**src/btpc_pkg.sv**
```systemverilog
// Shared widths, register indexes and inter-stage types of the compensation pipeline.
`default_nettype none
package btpc_pkg;

    localparam int RAW_W      = 20;
    localparam int TC_W       = 15;
    localparam int TF_W       = 20;
    localparam int PRES_W     = 25;
    localparam int CFG_IDX_W  = 8;
    localparam int CFG_DATA_W = 48;
    localparam int S_TDATA_W  = 40;
    localparam int M_TDATA_W  = 64;

    localparam int TF_MIN   = -524288;
    localparam int TF_MAX   = 524287;
    localparam int TC_MIN   = -4000;
    localparam int TC_MAX   = 8500;
    localparam int PRES_MAX = 33554431;

    localparam int DIV_W      = 64;
    localparam int DIV_STEP   = 4;
    localparam int DIV_STAGES = DIV_W / DIV_STEP;

    localparam logic [CFG_IDX_W-1:0] REG_TEMP = 8'd0;
    localparam logic [CFG_IDX_W-1:0] REG_PLO  = 8'd1;
    localparam logic [CFG_IDX_W-1:0] REG_PMID = 8'd2;
    localparam logic [CFG_IDX_W-1:0] REG_PHI  = 8'd3;

    typedef struct packed {
        logic        [15:0] t1;
        logic signed [15:0] t2;
        logic signed [15:0] t3;
        logic        [15:0] p1;
        logic signed [15:0] p2;
        logic signed [15:0] p3;
        logic signed [15:0] p4;
        logic signed [15:0] p5;
        logic signed [15:0] p6;
        logic signed [15:0] p7;
        logic signed [15:0] p8;
        logic signed [15:0] p9;
    } coef_t;

    typedef struct packed {
        logic signed [TC_W-1:0] tc;
        logic signed [TF_W-1:0] tf;
    } side_t;

    typedef struct packed {
        logic signed [20:0]  pv1;
        logic [RAW_W-1:0]    ap;
        side_t               side;
    } tout_t;

    typedef struct packed {
        logic [DIV_W-1:0] mn;
        logic [30:0]      md;
        logic             neg;
        logic             dz;
        side_t            side;
    } dvin_t;

    typedef struct packed {
        logic [DIV_W-1:0] w;
        logic             neg;
        logic             dz;
        side_t            side;
    } dvout_t;

    typedef struct packed {
        logic signed [TC_W-1:0] tc;
        logic signed [TF_W-1:0] tf;
        logic [PRES_W-1:0]      pres;
        logic                   pvld;
    } res_t;

endpackage
`default_nettype wire

```
**src/btpc_temp.sv**
```systemverilog
// Temperature stages: raw reading to fine temperature, centi-degrees and pressure offset.
`default_nettype none
module btpc_temp (
    input  wire logic                          aclk,
    input  wire logic                          aresetn,
    input  wire logic                          adv,
    input  wire logic                          in_valid,
    input  wire logic [btpc_pkg::RAW_W-1:0]    in_at,
    input  wire logic [btpc_pkg::RAW_W-1:0]    in_ap,
    input  wire btpc_pkg::coef_t               coef,
    output logic                               out_valid,
    output btpc_pkg::tout_t                    out_data
);

    logic [4:0] vld_reg;

    logic [btpc_pkg::RAW_W-1:0] at0_reg;
    logic [btpc_pkg::RAW_W-1:0] ap0_reg, ap1_reg, ap2_reg, ap3_reg, ap4_reg;
    logic signed [34:0] m1_reg, m1_next;
    logic signed [35:0] bb_reg, bb_next;
    logic signed [23:0] v1t_reg, v1t_next;
    logic signed [39:0] m2_reg, m2_next;
    logic signed [btpc_pkg::TF_W-1:0] tf3_reg, tf3_next, tf4_reg;
    logic signed [btpc_pkg::TC_W-1:0] tc4_reg, tc4_next;
    logic signed [20:0] pv1_reg, pv1_next;

    logic signed [18:0] a_s;
    logic signed [17:0] b_s;
    logic signed [23:0] bbs;
    logic signed [26:0] tfw;
    logic signed [22:0] tc5;
    logic signed [btpc_pkg::TC_W-1:0] tcw;

    always_ff @(posedge aclk) begin
        if (!aresetn) begin
            vld_reg <= '0;
        end else if (adv) begin
            vld_reg <= {vld_reg[3:0], in_valid};
        end
    end

    always_comb begin
        a_s      = $signed({2'b00, at0_reg[19:3]}) - $signed({2'b00, coef.t1, 1'b0});
        b_s      = $signed({2'b00, at0_reg[19:4]}) - $signed({2'b00, coef.t1});
        m1_next  = a_s * $signed(coef.t2);
        bb_next  = b_s * b_s;
        v1t_next = 24'(m1_reg >>> 11);
        bbs      = 24'(bb_reg >>> 12);
        m2_next  = bbs * $signed(coef.t3);
        tfw      = 27'(m2_reg >>> 14) + 27'(v1t_reg);
        if (tfw < btpc_pkg::TF_MIN) begin
            tf3_next = btpc_pkg::TF_W'(btpc_pkg::TF_MIN);
        end else if (tfw > btpc_pkg::TF_MAX) begin
            tf3_next = btpc_pkg::TF_W'(btpc_pkg::TF_MAX);
        end else begin
            tf3_next = tfw[btpc_pkg::TF_W-1:0];
        end
        tc5 = (23'(tf3_reg) * 23'sd5) + 23'sd128;
        tcw = btpc_pkg::TC_W'(tc5 >>> 8);
        if (tcw < btpc_pkg::TC_MIN) begin
            tc4_next = btpc_pkg::TC_W'(btpc_pkg::TC_MIN);
        end else if (tcw > btpc_pkg::TC_MAX) begin
            tc4_next = btpc_pkg::TC_W'(btpc_pkg::TC_MAX);
        end else begin
            tc4_next = tcw;
        end
        pv1_next = 21'(tf3_reg) - 21'sd128000;
    end

    always_ff @(posedge aclk) begin
        if (adv) begin
            at0_reg <= in_at;
            ap0_reg <= in_ap;
            m1_reg  <= m1_next;
            bb_reg  <= bb_next;
            ap1_reg <= ap0_reg;
            v1t_reg <= v1t_next;
            m2_reg  <= m2_next;
            ap2_reg <= ap1_reg;
            tf3_reg <= tf3_next;
            ap3_reg <= ap2_reg;
            tc4_reg <= tc4_next;
            tf4_reg <= tf3_reg;
            pv1_reg <= pv1_next;
            ap4_reg <= ap3_reg;
        end
    end

    assign out_valid        = vld_reg[4];
    assign out_data.pv1     = pv1_reg;
    assign out_data.ap      = ap4_reg;
    assign out_data.side.tc = tc4_reg;
    assign out_data.side.tf = tf4_reg;

endmodule
`default_nettype wire

```
**config.mk**
```make
export PLATFORM = sky130hd
export DESIGN_NAME = btpc_temp
export DESIGN_NICKNAME = d
export VERILOG_FILES = /design/src/btpc_pkg.sv /design/src/btpc_temp.sv
export SDC_FILE = /design/constraint.sdc
export NUM_CORES = 2
export LEC_CHECK = 0
export BUFFER_PORTS_ARGS = -buffer_cell sky130_fd_sc_hd__buf_2
export CAP_MARGIN = 20
export CORE_MARGIN = 5
export CORE_UTILIZATION = 58
export CTS_CLUSTER_DIAMETER = 100
export CTS_CLUSTER_SIZE = 40
export DETAILED_ROUTE_END_ITERATION = 7
export PLACE_DENSITY = 0.89
export SLEW_MARGIN = 0
export SYNTH_ARGS = -nofsm -noshare
export SYNTH_HDL_FRONTEND = slang
export SYNTH_SLANG_ARGS = --single-unit
```
**constraint.sdc**
```tcl
create_clock -name aclk -period 10.2 [get_ports aclk]
set_input_delay 2.04 -clock aclk [delete_from_list [all_inputs] [get_ports aclk]]
set_output_delay 2.04 -clock aclk [all_outputs]
set_load 0.02 [all_outputs]
```
---- Word level (Yosys, flattened, before mapping) ----
Index checks and enable logic that the tools add are counted.
storage, ports and cells
  ROM bits ................................ 0
  output and inout port bits .............. 77
  latch bits .............................. 0
  memory bits (writable) .................. 0
  logic and storage cells ................. 32
  memories ................................ 0
  input port bits ......................... 236
  bits in registers ....................... 334
cells by class
  equality and inequality tests ........... 0
  multiply operators ...................... 4
  shift-type cells ........................ 0
  reductions and logical operators ........ 1
  mux-type cells .......................... 2
  $add $sub $neg .......................... 5
  bitwise gates (word level) .............. 0
  $lt $le $gt $ge ......................... 4
  divide/modulo/power cells ............... 0
operators by type and width
  kind                                                          number
  multiplier 22 x 16 -> 38 bit                                  1
  multiplier 17 x 17 -> 34 bit                                  1
  multiplier 18 x 16 -> 34 bit                                  1
  adder 26 x 24 -> 27 bit                                       1
  > comparator 27 x 20 -> 1 bit, second input constant          1
  less-than comparator 27 x 20 -> 1 bit, second input constant  1
  adder 23 x 9 -> 23 bit, second input constant                 1
  multiplier 20 x 4 -> 23 bit, second input constant            1
  subtractor 20 x 18 -> 21 bit, second input constant           1
  2-to-1 mux 20 bit                                             1
  subtractor 17 x 17 -> 18 bit                                  1
  subtractor 16 x 16 -> 17 bit                                  1
  > comparator 15 bit, second input constant                    1
  less-than comparator 15 x 13 -> 1 bit, second input constant  1
  2-to-1 mux 15 bit                                             1
  OR reduction 2 bit                                            1

---- Depth between registers and ports, before layout ----
  depth after elaboration ................. 4
  gate-level depth with buffers ........... 34
  gate-level depth less buffers ........... 34

---- Worst setup path before layout ----
OpenSTA, ideal clock, no wires.
  path type ............................... input port to flip-flop
  start ................................... input coef[176] (netlist bit)
  end ..................................... register m1_reg[31], data pin
  stages on the path ...................... 28
  setup time .............................. 258 ps
  path slack .............................. 515 ps
  arrival time ............................ 9427 ps
  data required time ...................... 9942 ps
  path through ............................ ha_1 > fa_1 > nand2b_1 > a21boi_0 > o21ai_1 > a211oi_1 > o31ai_1 > a21oi_1 > xor2_1 > clkbuf_1 > nand2_1 > fa_1 > inv_1 > fa_1 > fa_1 > fa_1 > fa_1 > inv_1 > fa_1 > inv_1 > ha_1 > a2111o_1 > a2111o_1 > o22ai_1 > o21bai_1 > a211o_1 > a21oi_1 > xnor2_1
on the way
  longest elaborated chain between the ends .. 2
RTL lines
  what                          line             source
  from (decl)                   btpc_temp.sv:10  input wire btpc_pkg::coef_t coef,
  subtractor 17 x 17 -> 18 bit  btpc_temp.sv:43  a_s = $signed({2'b00, at0_reg[19:3]}) - $signed({2'b00, coef.t1, 1'b0});
  multiplier 18 x 16 -> 34 bit  btpc_temp.sv:45  m1_next = a_s * $signed(coef.t2);
  via m1_next[31]               btpc_temp.sv:19  logic signed [34:0] m1_reg, m1_next;
  to (signal assigned)          btpc_temp.sv:74  m1_reg <= m1_next;
  to (decl)                     btpc_temp.sv:19
The timed path passes the listed nets, and every way through them passes these cells.
A chain may end at the register's enable or synchronous reset.

---- Final worst setup path ----
  start ................................... input coef[176] (netlist bit)
  end ..................................... register bb_reg[25], data pin
on the way
  longest elaborated chain between the ends .. 2
RTL lines
  what                          line             source
  subtractor 16 x 16 -> 17 bit  btpc_temp.sv:44  b_s = $signed({2'b00, at0_reg[19:4]}) - $signed({2'b00, coef.t1});
  multiplier 17 x 17 -> 34 bit  btpc_temp.sv:46  bb_next = b_s * b_s;
  via bb_next[25]               btpc_temp.sv:20  logic signed [35:0] bb_reg, bb_next;
  to (signal assigned)          btpc_temp.sv:75  bb_reg <= bb_next;
  to (decl)                     btpc_temp.sv:20
The timed path passes the listed nets, and every way through them passes these cells.

==> flow_summary.ini <==
[clock_tree]
post-cts-setup-buffers = 0
worstSkewPairLatency_ns = 0.55
post_cts_hold_buffer_count = 0
cts_htree_levels = 1
path_clk_slew_ns = 0.12
cts_resized = 0
cts_tree = built
numClockSinks = 280
cts_max_path_buffers = 3
cts_made_buffers = 16
cts.root.buffer_cell = sky130_fd_sc_hd__clkbuf_16

[floorplan]
die_height_um = 286
initial_utilization = 0.583
die_footprint_sq_mm = 0.0819
die_w_um = 286
core-area_sq_mm = 0.0758
number_of_rows_created_at_floorplan = 101
io-pin-count = 313

[timing]
final.setup.worst_slack_ns = 0.411
period_share = 0.960
setup_tns_ns = 0
tightest_slew_ns = 0.996
grt_setup_unrepaired = false
slew_viol_final = 0
slew-limit-headroom = 0.336
skew_ns = 0.0453
layout_min_cycle_time_ns = 9.79
setup_viol = 0
hold_violations = 0
maxClockFrequency_mhz = 102

[drt]
wl_per_cell_um = 18.2
drt_first_iter_violations = 2301
detailroute.via_count = 30100
detail_route.wirelength_um = 98700
routed_via_density = 5.55
ant_nets = 0
first_drt_pass_iteration_count = 5
drt_drc_violations_left = 0

[place]
buffer_ports.inserted = 165
post-place-cells = 5388
gp_congestion = 0.926
dpl_worst_slack_ns = -0.0951
detailed_place_hpwl_um = 80300

[setup_path]
critPathMaxFanout = 19
required_ns = 10.49
capturing_element_type_of_the_critical_path = flop
cell_at_the_slowest_stage_of_the_critical_path = sky130_fd_sc_hd__fa_1
cp_top_family = adder cells
critPathBufInv = 7
crit_arrival_ns = 10.08
most_prevalent_standard_cell_on_the_critical_path = sky130_fd_sc_hd__fa_1
timing.critical_path.from_type = input pin
setup.worst_path.class = input pin to flop
cp_slowest_stage_delay_ns = 0.51

[finish]
largest_reg_flops = 24
layout.nets = 5918
fin_cells = 5419
drive_gt1_frac = 0.0671
finish.utilization = 0.620
layout-area-overhead-vs-synth_pct = 6.21

[hold_path]
hold_path.class = flop to flop

[synthesis]
postSynthCellCount = 4316
syn-cell-area_sq_mm = 0.0442
netlist.area_leader.share = 0.408
synth_enable_flop_cells = 275
postSynthRegisterBits = 280
synth_seq_area_share = 0.189
synth_cell_type_count = 79
asyncSetResetFlopFracSynth = 0
synth_area_per_cell_sq_um = 10.2
syn_nets = 5806
cell_type_contributing_the_most_total_cell_area_after_synthesis = sky130_fd_sc_hd__fa_1
synth.most_common_cell = sky130_fd_sc_hd__inv_1
yosys-top-cells-area = sky130_fd_sc_hd__fa_1, sky130_fd_sc_hd__edfxtp_1, sky130_fd_sc_hd__ha_1
ys.flop_type = sky130_fd_sc_hd__edfxtp_1
synth_common_cells = sky130_fd_sc_hd__inv_1, sky130_fd_sc_hd__fa_1, sky130_fd_sc_hd__nand2_1
yosysWarnings = 0

[status]
outcome = finished clean

[grt]
grt_antenna_before_repair = 5
globalRouteMet3Util = 0.0436
grt_pass1_vias = 33200
grt_max_degree = 143
grtUsageTotal = 0.247
grt.busiest_layer = met2
globalRoute.totalOverflow = 0
use_met2 = 0.427
grt_pass1_wl_um = 163000
grt_util_met1 = 0.303

[run]
max_cap_violations = 0
==> cells in the final DEF, fill, tap and decap left out, types with 12 or more instances in the layout <==
master                         n
sky130_fd_sc_hd__buf_4        64
sky130_fd_sc_hd__ha_1        352
sky130_fd_sc_hd__nand4_1      13
sky130_fd_sc_hd__o21a_1       17
sky130_fd_sc_hd__fa_1        902
sky130_fd_sc_hd__a21o_1       43
sky130_fd_sc_hd__a21oi_1     110
sky130_fd_sc_hd__a211oi_1     18
sky130_fd_sc_hd__nand3_1      40
sky130_fd_sc_hd__nor2b_1      37
sky130_fd_sc_hd__nand2b_1     40
sky130_fd_sc_hd__nor3_1       25
sky130_fd_sc_hd__and3_1       23
sky130_fd_sc_hd__and2_1      214
sky130_fd_sc_hd__o21ai_0      39
sky130_fd_sc_hd__xor2_1       44
sky130_fd_sc_hd__inv_1      1040
sky130_fd_sc_hd__clkbuf_16    17
sky130_fd_sc_hd__buf_2       164
sky130_fd_sc_hd__o21ai_1      12
sky130_fd_sc_hd__mux2i_1      15
sky130_fd_sc_hd__xnor2_1     104
sky130_fd_sc_hd__nand2_1     522
sky130_fd_sc_hd__nor2_1      138
sky130_fd_sc_hd__edfxtp_1    275
==> logic make-up (layout without fill, tap and decap cells) <==
| kind of cell | count (synthesis) | count (layout) | share of synthesized area |
|---|---|---|---|
| adders and majority gates | 1254 | 1254 | 0.508 |
| DFF | 280 | 280 | 0.189 |
| and+or+nand+nor | 1088 | 1088 | 0.116 |
| AOI/OAI and AO/OA | 334 | 334 | 0.0512 |
| xor gates and xnor gates | 153 | 153 | 0.0303 |
| buffers and inverters | 1192 | 1314 | 0.102 |
| other | 0 | 3 | 0 |
| muxes | 15 | 15 | 0.00339 |
==> path summary, 6_finish.rpt <==
kind                        start              endpoint  slack, ns  depth (start not counted)
max                     coef[176]  bb_reg[25]$_DFFE_PP_       0.41                         33
max reg2reg  at0_reg[4]$_DFFE_PP_  bb_reg[25]$_DFFE_PP_       1.69                         33
min          ap1_reg[6]$_DFFE_PP_  ap2_reg[6]$_DFFE_PP_       0.42                          0
min reg2reg  ap1_reg[6]$_DFFE_PP_  ap2_reg[6]$_DFFE_PP_       0.42                          0
==> worst reg2reg max path: cells and delay by family (launching register included) <==
| family | cells | cell delay [ns] |
|---|---|---|
| buffers and inverters | 7 | 0.75 |
| and+or+nand+nor | 6 | 1.27 |
| adders and majority gates | 9 | 3.51 |
| DFF | 1 | 0.32 |
| AOI/OAI and AO/OA | 9 | 2.09 |
| xor gates and xnor gates | 2 | 0.34 |
==> area by class of cell <==
cell class / count / area (sq um)
well taps: 978 / 1220
flip-flops and latches: 280 / 8360
inverters: 1051 / 3950
clock buffers: 18 / 439
clock inverters: 10 / 174
fillers: 5589 / 28800
multi-input cells: 2844 / 31400
repair buffers: 235 / 1440
diodes: 3 / 7.51
==> routing by layer <==
| layer | wire length [um] | vias up |
|---|---|---|
| met3 | 8480 | 402 |
| li1 | - | 13300 |
| met4 | 5700 | 2 |
| met2 | 48800 | 1462 |
| met5 | 7 | - |
| met1 | 35600 | 14900 |
==> through the flow <==
step | cell area [sq um] | hold WS, ns
2_1_floorplan | 44200 | 0.400
3_3_place_gp | 46400 | 0.401
3_5_place_dp | 46400 | 0.405
4_1_cts | 47000 | 0.431
5_1_grt | 47000 | 0.440
6_report | 47000 | 0.423
Power is not shown: default switching activity piles up to over one toggle a cycle in this logic, so the estimate is an artifact.
