--- src/btpc_pkg.sv ---
// Shared widths, register indexes and inter-stage types of the compensation pipeline.
`default_nettype none
package btpc_pkg;

    localparam int RAW_W      = 20;
    localparam int TC_W       = 15;
    localparam int TF_W       = 20;
    localparam int PRES_W     = 25;
    localparam int CFG_IDX_W  = 8;
    localparam int CFG_DATA_W = 48;
    localparam int S_TDATA_W  = 40;
    localparam int M_TDATA_W  = 64;

    localparam int TF_MIN   = -524288;
    localparam int TF_MAX   = 524287;
    localparam int TC_MIN   = -4000;
    localparam int TC_MAX   = 8500;
    localparam int PRES_MAX = 33554431;

    localparam int DIV_W      = 64;
    localparam int DIV_STEP   = 4;
    localparam int DIV_STAGES = DIV_W / DIV_STEP;

    localparam logic [CFG_IDX_W-1:0] REG_TEMP = 8'd0;
    localparam logic [CFG_IDX_W-1:0] REG_PLO  = 8'd1;
    localparam logic [CFG_IDX_W-1:0] REG_PMID = 8'd2;
    localparam logic [CFG_IDX_W-1:0] REG_PHI  = 8'd3;

    typedef struct packed {
        logic        [15:0] t1;
        logic signed [15:0] t2;
        logic signed [15:0] t3;
        logic        [15:0] p1;
        logic signed [15:0] p2;
        logic signed [15:0] p3;
        logic signed [15:0] p4;
        logic signed [15:0] p5;
        logic signed [15:0] p6;
        logic signed [15:0] p7;
        logic signed [15:0] p8;
        logic signed [15:0] p9;
    } coef_t;

    typedef struct packed {
        logic signed [TC_W-1:0] tc;
        logic signed [TF_W-1:0] tf;
    } side_t;

    typedef struct packed {
        logic signed [20:0]  pv1;
        logic [RAW_W-1:0]    ap;
        side_t               side;
    } tout_t;

    typedef struct packed {
        logic [DIV_W-1:0] mn;
        logic [30:0]      md;
        logic             neg;
        logic             dz;
        side_t            side;
    } dvin_t;

    typedef struct packed {
        logic [DIV_W-1:0] w;
        logic             neg;
        logic             dz;
        side_t            side;
    } dvout_t;

    typedef struct packed {
        logic signed [TC_W-1:0] tc;
        logic signed [TF_W-1:0] tf;
        logic [PRES_W-1:0]      pres;
        logic                   pvld;
    } res_t;

endpackage
`default_nettype wire

--- src/btpc_outq.sv ---
// Output register with one skid entry; holds the pipeline only when both are full.
`default_nettype none
module btpc_outq (
    input  wire logic           aclk,
    input  wire logic           aresetn,
    input  wire logic           in_valid,
    input  wire btpc_pkg::res_t in_data,
    input  wire logic           m_tready,
    output logic                adv,
    output logic                m_valid,
    output btpc_pkg::res_t      m_data
);

    logic out_v_reg, out_v_next;
    logic skid_v_reg, skid_v_next;
    btpc_pkg::res_t out_d_reg, out_d_next;
    btpc_pkg::res_t skid_d_reg, skid_d_next;
    logic out_free;

    always_comb begin
        out_free    = !out_v_reg || m_tready;
        out_v_next  = out_v_reg;
        out_d_next  = out_d_reg;
        skid_v_next = skid_v_reg;
        skid_d_next = skid_d_reg;
        if (skid_v_reg) begin
            if (out_free) begin
                out_v_next  = 1'b1;
                out_d_next  = skid_d_reg;
                skid_v_next = 1'b0;
            end
        end else if (out_free) begin
            out_v_next = in_valid;
            out_d_next = in_data;
        end else if (in_valid) begin
            skid_v_next = 1'b1;
            skid_d_next = in_data;
        end
    end

    always_ff @(posedge aclk) begin
        if (!aresetn) begin
            out_v_reg  <= 1'b0;
            skid_v_reg <= 1'b0;
        end else begin
            out_v_reg  <= out_v_next;
            skid_v_reg <= skid_v_next;
        end
    end

    always_ff @(posedge aclk) begin
        out_d_reg  <= out_d_next;
        skid_d_reg <= skid_d_next;
    end

    assign adv     = !skid_v_reg;
    assign m_valid = out_v_reg;
    assign m_data  = out_d_reg;

endmodule
`default_nettype wire

--- config.mk ---
export PLATFORM = sky130hd
export DESIGN_NAME = btpc_outq
export DESIGN_NICKNAME = d
export VERILOG_FILES = /design/src/btpc_pkg.sv /design/src/btpc_outq.sv
export SDC_FILE = /design/constraint.sdc
export NUM_CORES = 1
export LEC_CHECK = 0
export ABC_AREA = 1
export BUFFER_PORTS_ARGS = -buffer_cell sky130_fd_sc_hd__buf_2
export CORE_ASPECT_RATIO = 0.6
export CORE_MARGIN = 3
export CORE_UTILIZATION = 48
export CTS_BUF_LIST = sky130_fd_sc_hd__clkbuf_8
export DETAILED_ROUTE_END_ITERATION = 7
export HOLD_SLACK_MARGIN = 0.05
export PLACE_DENSITY = 0.77
export SKIP_CTS_REPAIR_TIMING = 1
export SLEW_MARGIN = 5
export SYNTH_ARGS = -nofsm -noshare
export SYNTH_HDL_FRONTEND = slang
export SYNTH_SLANG_ARGS = --single-unit
--- constraint.sdc ---
create_clock -name aclk -period 4.55 [get_ports aclk]
set_clock_uncertainty 0.15 [all_clocks]
set_input_delay 0.2275 -clock aclk [delete_from_list [all_inputs] [get_ports aclk]]
set_output_delay 0.2275 -clock aclk [all_outputs]
set_load 0.02 [all_outputs]
Word level (Yosys, flattened, before mapping):

Cells that the tools add are included.

* mux-type cells: 10
* bitwise gates (word level): 2
* reduce and logical (&&, ||, !) cells: 4

Operators with widths (number)
* 61-bit 2-to-1 mux: 3
* 1-bit 2-to-1 mux: 7
* 3-bit AND reduction: 1
* 1-bit zero test: 2
* 1-bit NOT: 2
* 1-bit logical OR: 1

* register bits: 124
* bits of input ports: 65
* output and inout bits: 63
* logic and storage cells: 26

Logic depth before layout (Yosys ltp):

Gate-level depths: netlist of run 1.

* word-level depth: 4
* gate-level depth with buffers: 5
* gate-level depth less buffers: 3

Worst setup path after synthesis of run 1:

Ideal clock, no wire load.

* kind: register to register
* from: register out_v_reg (netlist: m_valid)
* to: register skid_d_reg[0] (netlist name) (enable)
* library setup time: 481 ps
* arrival: 4600 ps
* setup slack: -681 ps
* cell stages (with the launch flop): 3
* path buffers: 0
* period minus slack after synthesis: 5231 ps
* cells stage by stage: dfxtp_1 -> nand2_1 -> nor2_1

* cells in the longest elaborated chain, start to end: 4

RTL lines
* start, declared: RTL line btpc_outq.sv:14 `logic out_v_reg, out_v_next;`
* start signal, assigned: RTL line btpc_outq.sv:46 `out_v_reg <= out_v_next;`
* 1-bit zero test: RTL line btpc_outq.sv:21 `out_free = !out_v_reg || m_tready;`
* 1-bit logical OR: RTL line btpc_outq.sv:21
* named net out_free: RTL line btpc_outq.sv:18 `logic out_free;`
* 1-bit NOT (no source line)
* 3-bit AND reduction (no source line)
* end signal, assigned: RTL line btpc_outq.sv:53 `skid_d_reg <= skid_d_next;`
* end, declared: RTL line btpc_outq.sv:17 `btpc_pkg::res_t skid_d_reg, skid_d_next;`

The timed path passes the listed nets, and every way through them passes these cells.
A chain may end at the register's enable or synchronous reset.

Final worst setup path of run 1:

* from: register skid_v_reg
* to: register skid_d_reg[37] (netlist name) (enable)

* cells in the longest elaborated chain, start to end: 2

RTL lines
* start, declared: RTL line btpc_outq.sv:15 `logic skid_v_reg, skid_v_next;`
* start signal, assigned: RTL line btpc_outq.sv:47 `skid_v_reg <= skid_v_next;`
* 1-bit NOT (no source line)
* 3-bit AND reduction (no source line)

Every way passes these cells.

==> flow_summary_export.csv, run 1 <==
group,metric,value,unit
place,gp_congestion,0.762,
die,rows,26,
route,routed_wl,9860,um
sta,setup_ws,1960,ps
synthesis,synth_edf_count,122,
place,dp.cells,573,
sta,hold_violations,0,
run,drv_cap,0,
clock_network,cts_made_buffers,17,
setup_path,worst_ep_arrival_time,2510,ps
setup_path,crit_fanout,63,
die,floorplan.initialDensity,51.3,%
clock_network,clkSinkCount,124,
die,dieArea,0.0107,mm^2
die,chipWidth,132,um
setup_path,cp-end-kind,"register",
sta,fmax,386,MHz
clock_network,cts.clk_slew.worst_paths,70,ps
synthesis,synth_xor_area_share,0,%
clock_network,htreeDepth,4,
sta,tns,0,ps
sta,maxSlewViolCount,0,
sta,finalCritPeriodShare,56.9,%
pwr,power.density,411,mW/mm^2
setup_path,crit_type,"register to register",
route,num_vias,3102,
layout,drive_gt1_share,29.9,%
synthesis,synth_most_common_cell,"nand2_1",
synthesis,synthMuxAreaShare,0,%
synthesis,synth_commonest_cells,"nand2_1, edfxtp_1, buf_6",
route,wl_per_cell,14.7,um
layout,finalNonFillerCells,671,
clock_network,cts_tree,"built",
synthesis,syn-cell-area,0.00456,mm^2
synthesis,synth_top_family_by_area,"simple AND/OR/NAND/NOR gates",
setup_path,cp_top_family,"buffers and inverters",
sta,tightest_slew,817,ps
place,dp_slack,1960,ps
grt,grt_use_total,17.3,%
route,via_per_inst,4.62,
pwr,p_int,2020,uW
grt,grt_pass1_vias,2679,
pwr,vdd_drop_max,0.297,mV
synthesis,yosys.area_share.adder,0,%
layout,areaGrowthSynthToFinish,39.0,%
sta,layout_min_cycle_time,2590,ps
layout,final_util,71.4,%
grt,grt_pass1_wl,13800,um
grt,overflow,0,
route,drcViolationCount,0,
place,port_buffers,127,
setup_path,startpoint_type,"register",
pwr,power_switching,587,uW
layout,nets,597,
status,status,"finished, final reports clean",
setup_path,required,4470,ps
clock_network,clockBufferDepth,2,
sta,slew_headroom,45.4,%
pwr,power_frac_seq,51.7,%
synthesis,netlist_top_cells_area,"edfxtp_1, nand2_1, buf_6",
setup_path,slowest_stage,"nor2_4",
sta,grt_setup_unrepaired,"no",
setup_path,cpPeakStageDelay,680,ps
layout,antennaDiodeCount,0,
route,dr.pass1.iters,4,
synthesis,synth_top_area_share,80.4,%
die,die_h,81.5,um
route,drt_iter0_markers,274,
place,hpwl,5740,um
synthesis,syn_area_per_cell,13.8,um^2
synthesis,async_flop_share,0,%
pwr,p_clk_share,38.5,%
sta,finalSetupViolations,0,
synthesis,yosysTopAreaCell,"edfxtp_1",
die,io-pin-count,128,
grt,antenna_found_initial,0,
synthesis,ys_seq_elements,124,
clock_network,clk_latency,420,ps
grt,grt_max_degree,64,
route,ant_nets,0,
synthesis,synth_warnings,0,
synthesis,syn_inst,330,
synthesis,synth-simple-area-share,15.7,%
pwr,combPwrFrac,9.8,%
setup_path,path_cells,"inv_6, nand2_1, nor2_4, buf_4",
pwr,total_power,2600,uW
worst_hold_path,hold_path_class,"primary input to register",
die,design.core.area,0.00888,mm^2
synthesis,ys.flop_type,"edfxtp_1",
synthesis,yosysUniqueCellTypes,10,
synthesis,synth_compound_area_share,0.110,%
pwr,switching_share,22.5,%
pwr,p_leak,0.00275,uW
synthesis,seq_area_frac_synth,81.2,%
synthesis,syn_nets,395,
clock_network,cts-root-buf,"clkbuf_8",
setup_path,crit_buf_inv,2,
==> cell usage in the layout, fill, tap and decap left out <==
cell           count
nand2_1          185
buf_2            127
edfxtp_1         122
dlygate4sd3_1     66
clkbuf_8          17
bufinv_16          4
clkinvlp_4         4
clkinv_2           4
inv_1              3
buf_4              3
nor2_1             2
nand2_2            1
inv_6              1
nor2_4             1
o21ai_0            1
nand3_1            1
clkinv_1           1
dfxtp_1            1
dfxtp_2            1
==> worst paths after layout <==
kind / from / endpoint / slack (ps) / cells after the start
min reg2reg: skid_d_reg[55] / m_data[55] / 370 / 2
max: skid_v_reg / skid_d_reg[37] / 1960 / 4
min: m_tready / skid_d_reg[12] / 240 / 4
max reg2reg: skid_v_reg / skid_d_reg[37] / 1960 / 4
==> final cells by class <==
cell class / count / area (um^2)
timing repair buffer: 196 / 1320
clock buffer: 17 / 234
tap: 126 / 158
inverter: 2 / 12.5
fill: 627 / 2540
sequential: 124 / 3700
clock inverter: 15 / 181
multi-input combinational: 191 / 729
==> worst reg2reg max path: stages (launching register included) <==
cell and delay (ps):
dfxtp_2 340, inv_6 340, nand2_1 190, nor2_4 680, buf_4 530
==> power groups by stage <==
stage                     Sequential, uW  Combinational [uW]  Clock, uW
after CTS                           1350                 211       1030
after detailed placement            1370                 211          0
after global routing                1350                 277       1080
final                               1350                 256       1000
after global placement              1370                 205          0
after floorplan                     1430                52.9          0
==> cell families (layout without fill, tap and decap cells) <==
logic type      count (synthesis)  after routing
compound gates                  1              1
buf+inv                        15            230
flops                         124            124
simple gates                  190            190
==> layer usage <==
layer  part of all wire [%]  vias up  GRT usage, %
met5                      0        -             0
li1                       -     1522             -
met2                     45      140          23.8
met1                     45     1424          23.9
met4                    1.3        0          6.60
met3                    8.5       16          8.26
==> through the flow <==
step	hold slack [ps]	area (um^2)
4_1_cts	-193	5680
3_3_place_gp	270	5260
5_1_grt	234	6340
6_report	245	6340
2_1_floorplan	176	4560
3_5_place_dp	271	5260
No activity file was read; power rests on OpenSTA's default activity.
==> run 2: changes to the inputs <==
clock period = 2.1 ns   (was 4.55 ns; I/O delays follow)
==> flow_summary_export.csv, run 2 (synthesis results as in run 1) <==
group,metric,value,unit
clock_network,cts.clk_slew.worst_paths,70,ps
clock_network,cts_tree,"built",
pwr,p_clk_share,37.8,%
setup_path,crit_buf_inv,2,
grt,antenna_found_initial,0,
sta,slew_headroom,58.4,%
setup_path,crit_fanout,63,
setup_path,cp.depth,4,
route,drt_iter0_markers,248,
pwr,power_switching,1230,uW
pwr,p_leak,0.00277,uW
sta,layout_min_cycle_time,1930,ps
place,place_area,0.00530,mm^2
sta,grt_setup_unrepaired,"no",
sta,fmax,518,MHz
sta,whs,253,ps
sta,finalCritPeriodShare,91.9,%
setup_path,worstReg2RegStart,"skid_v_reg",
setup_path,startpoint_type,"register",
sta,tightest_slew,624,ps
pwr,vdd_drop_max,0.546,mV
grt,grt_max_degree,64,
setup_path,startpoint,"skid_v_reg",
setup_path,cp-endpoint,"m_valid",
setup_path,required,2300,ps
layout,design_area,0.00636,mm^2
setup_path,crit_type,"register to register",
grt,overflow,0,
layout,drive_gt1_share,29.6,%
pwr,total_power,5590,uW
setup_path,cpPeakStageDelay,580,ps
run,drv_cap,0,
layout,nets,600,
pwr,power_frac_seq,52.3,%
layout,layout_commonest_cell,"nand2_1",
grt,grt_pass1_wl,13900,um
setup_path,cp_top_family,"buffers and inverters",
sta,maxSlewViolCount,0,
die,die_h,81.5,um
die,dieArea,0.0107,mm^2
status,status,"finished, final reports clean",
layout,layout_common_cells,"nand2_1, buf_2, edfxtp_1",
die,chipWidth,132,um
setup_path,r2r_cells,4,
place,gp_congestion,0.801,
clock_network,cts_made_buffers,17,
die,design.core.area,0.00888,mm^2
layout,finalNonFillerCells,673,
route,routed_wl,9730,um
sta,hold_violations,0,
worst_hold_path,min_path_cells,2,
grt,grt_pass1_vias,2703,
setup_path,rrSetupSlack,170,ps
setup_path,r2r_end,"m_valid",
route,wl_per_cell,14.5,um
die,rows,26,
layout,areaGrowthSynthToFinish,39.5,%
die,io-pin-count,128,
pwr,p_int,4360,uW
setup_path,slowest_stage,"dlygate4sd3_1",
place,port_buffers,127,
place,hpwl,5920,um
sta,finalSetupViolations,0,
pwr,power.density,879,mW/mm^2
place,dp.cells,576,
route,via_per_inst,4.62,
clock_network,clkSinkCount,124,
layout,antennaDiodeCount,0,
clock_network,clk_latency,420,ps
clock_network,htreeDepth,4,
die,floorplan.initialDensity,51.3,%
layout,regArea,0.00371,mm^2
route,drcViolationCount,0,
grt,grt_use_total,17.4,%
route,dr.pass1.iters,5,
setup_path,path_cells,"buf_4, o21ai_0, dlygate4sd3_1, nand2_1",
pwr,switching_share,22.0,%
layout,multiInputGateArea,743,um^2
setup_path,worst_ep_arrival_time,2130,ps
setup_path,cp-end-kind,"register",
layout,filler_cell_count,626,
worst_hold_path,hold_path_class,"primary input to register",
layout,final_util,71.6,%
route,num_vias,3107,
clock_network,clockBufferDepth,2,
clock_network,cts-root-buf,"clkbuf_8",
route,ant_nets,0,
pwr,combPwrFrac,10.0,%
-- run 2: cell count changes in the layout (fill, tap and decap cells not counted), sizes merged --
cell,change
clkinv,+2
inv,+1
buf,+3
clkinvlp,-4
-- run 2: final cells by class --
cell class | count | area share [%]
Clock inverter | 14 | 2.54
Tap cell | 126 | 2.48
Clock buffer | 17 | 3.68
Multi-Input combinational cell | 191 | 11.7
Inverter | 2 | 0.197
Timing Repair Buffer | 199 | 21.1
Sequential cell | 124 | 58.3
-- run 2: routing by layer --
metal / part of all wire [%] / wire (um) / global-route usage, % / up-vias
met2: 45 / 4400 / 24.4 / 142
met4: 0.41 / 40 / 5.35 / 0
li1: - / - / - / 1525
met3: 8.4 / 817 / 8.14 / 4
met1: 46 / 4470 / 24.4 / 1436
met5: 0 / 0 / 0 / -
-- run 2: power by group through the flow --
stage,Clock [uW],Combinational (uW),Sequential (uW)
2_1_floorplan,0,118,3100
3_3_place_gp,0,453,2970
3_5_place_dp,0,466,2970
4_1_cts,2150,466,2920
5_1_grt,2280,603,2930
6_report,2110,557,2920
-- run 2: worst min-delay path by stage --
stage	slack, ps	endpoint	start
after global placement	150	skid_d_reg[21]	in_data[21]
after floorplan	50	skid_d_reg[0]	in_data[0]
final	250	skid_d_reg[18]	in_data[18]
after detailed placement	150	skid_d_reg[18]	in_data[18]
after global routing	230	skid_d_reg[29]	in_data[29]
after CTS	-310	skid_d_reg[31]	in_data[31]
-- run 2: worst register-to-register path: cells and delay by family, from the launching register on --
family	cells	cell delay (ps)
AO/OA/AOI/OAI	1	170
AND/OR/NAND/NOR	1	60
flip-flops	1	360
buffers and inverters	2	1110
-- run 2: per-stage QoR --
| step | worst slack (ps) | setup TNS (ps) |
|---|---|---|
| 4_1_cts | 200 | 0 |
| 2_1_floorplan | -81.1 | -4950 |
| 3_5_place_dp | 506 | 0 |
| 5_1_grt | 88.5 | 0 |
| 3_3_place_gp | 550 | 0 |
| 6_report | 169 | 0 |
==> run 3: changes to the inputs <==
ABC_AREA = unset   (was 1)
CORE_UTILIZATION = 49   (was 48)
PLACE_DENSITY = 0.78   (was 0.77)
==> flow_summary_export.csv, run 3 <==
group,metric,value,unit
sta,slew_headroom,45.2,%
grt,grt_max_degree,64,
setup_path,crit_type,"register to register",
setup_path,slowest_stage,"buf_4",
die,rows,27,
synthesis,synth_commonest_cells,"edfxtp_1, mux2_4, buf_12",
grt,overflow,0,
synthesis,synth_warnings,0,
place,port_buffers,127,
setup_path,cp_top_family,"buffers and inverters",
route,ant_nets,0,
route,wl_per_cell,17.0,um
clock_network,cts.clk_slew.worst_paths,70,ps
clock_network,htreeDepth,4,
grt,grt_pass1_vias,2395,
route,via_per_inst,4.65,
setup_path,cpPeakStageDelay,620,ps
sta,tns,0,ps
layout,nets,476,
synthesis,synth_most_common_cell,"edfxtp_1",
sta,whs,160,ps
synthesis,yosysUniqueCellTypes,12,
place,gp_congestion,0.723,
sta,maxSlewViolCount,0,
clock_network,cts_made_buffers,17,
clock_network,clk_latency,420,ps
layout,finalNonFillerCells,552,
place,dp.cells,459,
synthesis,yosysTopAreaCell,"edfxtp_1",
run,drv_cap,0,
sta,layout_min_cycle_time,1650,ps
die,io-pin-count,128,
setup_path,required,1990,ps
synthesis,synth_top_area_share,76.6,%
clock_network,cts-root-buf,"clkbuf_8",
synthesis,syn-cell-area,0.00478,mm^2
pwr,vdd_drop_max,0.583,mV
status,status,"finished, final reports clean",
sta,finalCritPeriodShare,78.8,%
synthesis,syn_nets,263,
synthesis,netlist_top_cells_area,"edfxtp_1, mux2_4, buf_12",
layout,final_util,70.5,%
route,wl_met1,4220,um
synthesis,syn_area_per_cell,24.1,um^2
sta,finalSetupViolations,0,
layout,layout_commonest_cell,"buf_2",
setup_path,crit_buf_inv,1,
grt,antenna_found_initial,0,
grt,grt_use_total,16.2,%
clock_network,clockBufferDepth,2,
route,dr.pass1.iters,5,
route,route.met3.wl,729,um
setup_path,startpoint_type,"register",
die,dieArea,0.0110,mm^2
worst_hold_path,hold_path_class,"primary input to register",
layout,antennaDiodeCount,0,
clock_network,cts_tree,"built",
synthesis,ys.flop_type,"edfxtp_1",
setup_path,path_cells,"nand2b_4, buf_4",
sta,hold_violations,0,
route,met2WireLength,4370,um
pwr,p_leak,0.00264,uW
route,routed_wl,9400,um
pwr,power.density,812,mW/mm^2
synthesis,ys_seq_elements,124,
synthesis,synth_edf_count,122,
die,floorplan.initialDensity,51.3,%
setup_path,cp-end-kind,"register",
synthesis,async_flop_share,0,%
layout,layout_common_cells,"buf_2, edfxtp_1, dlygate4sd3_1",
die,die_h,82.5,um
clock_network,clkSinkCount,124,
route,drcViolationCount,0,
grt,grt_pass1_wl,12800,um
route,num_vias,2568,
sta,grt_setup_unrepaired,"no",
setup_path,crit_fanout,63,
place,hpwl,5700,um
layout,areaGrowthSynthToFinish,37.4,%
sta,tightest_slew,822,ps
synthesis,syn_inst,198,
layout,drive_gt1_share,54.0,%
die,chipWidth,134,um
route,topRoutingLayerUsed,"met4",
route,drt_iter0_markers,155,
setup_path,worst_ep_arrival_time,1550,ps
die,design.core.area,0.00932,mm^2
synthesis,seq_area_frac_synth,77.5,%
sta,fmax,604,MHz
==> run 3: cell type report <==
class / count / area [um^2]
inverter: 1 / 3.75
clock buffer: 17 / 234
tap: 130 / 163
sequential: 124 / 3710
multi-input combinational: 66 / 960
fill: 622 / 2760
timing repair buffer: 201 / 1390
clock inverter: 13 / 111
==> run 3: cells by family (layout without fill, tap and decap cells) <==
kind of cell,after synthesis,in the layout,share of synthesized area (%)
AO/OA/AOI/OAI,1,1,0.157
buffers and inverters,8,232,2.83
flip-flops,124,124,77.5
multiplexers,61,61,18.8
AND/OR/NAND/NOR,4,4,0.681
==> run 3: path summary, 6_finish.rpt <==
kind,cells past startpoint,slack (ps),start,end
setup reg to reg,2,450,m_valid,m_data[18]
hold / removal,4,160,m_tready,skid_d_reg[53]
hold reg to reg,1,390,skid_d_reg[50],m_data[50]
setup / recovery,2,450,m_valid,m_data[18]
==> run 3: report_power, final <==
part | leakage, uW | switching, uW | internal, uW
Sequential | 0.00120 | 36.8 | 2860
Combinational | 0.00125 | 283 | 291
Clock | 0.000177 | 861 | 1000
==> run 3: worst reg2reg max path, stage by stage (launching register included) <==
cell and delay [ps]:
dfxtp_4 350, nand2b_4 80, buf_4 620
==> run 3: metrics by stage <==
stage                     worst slack [ps]  area [um^2]  total power [uW]
final                                  445         6570              5340
after CTS                              445         5940              5300
after global routing                   391         6570              5550
after detailed placement               446         5590              3430
after floorplan                       -938         4800              3230
after global placement                 490         5590              3420
==> run 3: routing by layer <==
metal | vias to the layer above | global-route usage [%]
li1 | 1208 | -
met1 | 1233 | 21.1
met2 | 114 | 23.3
met3 | 13 | 8.35
met4 | 0 | 6.47
met5 | - | 0
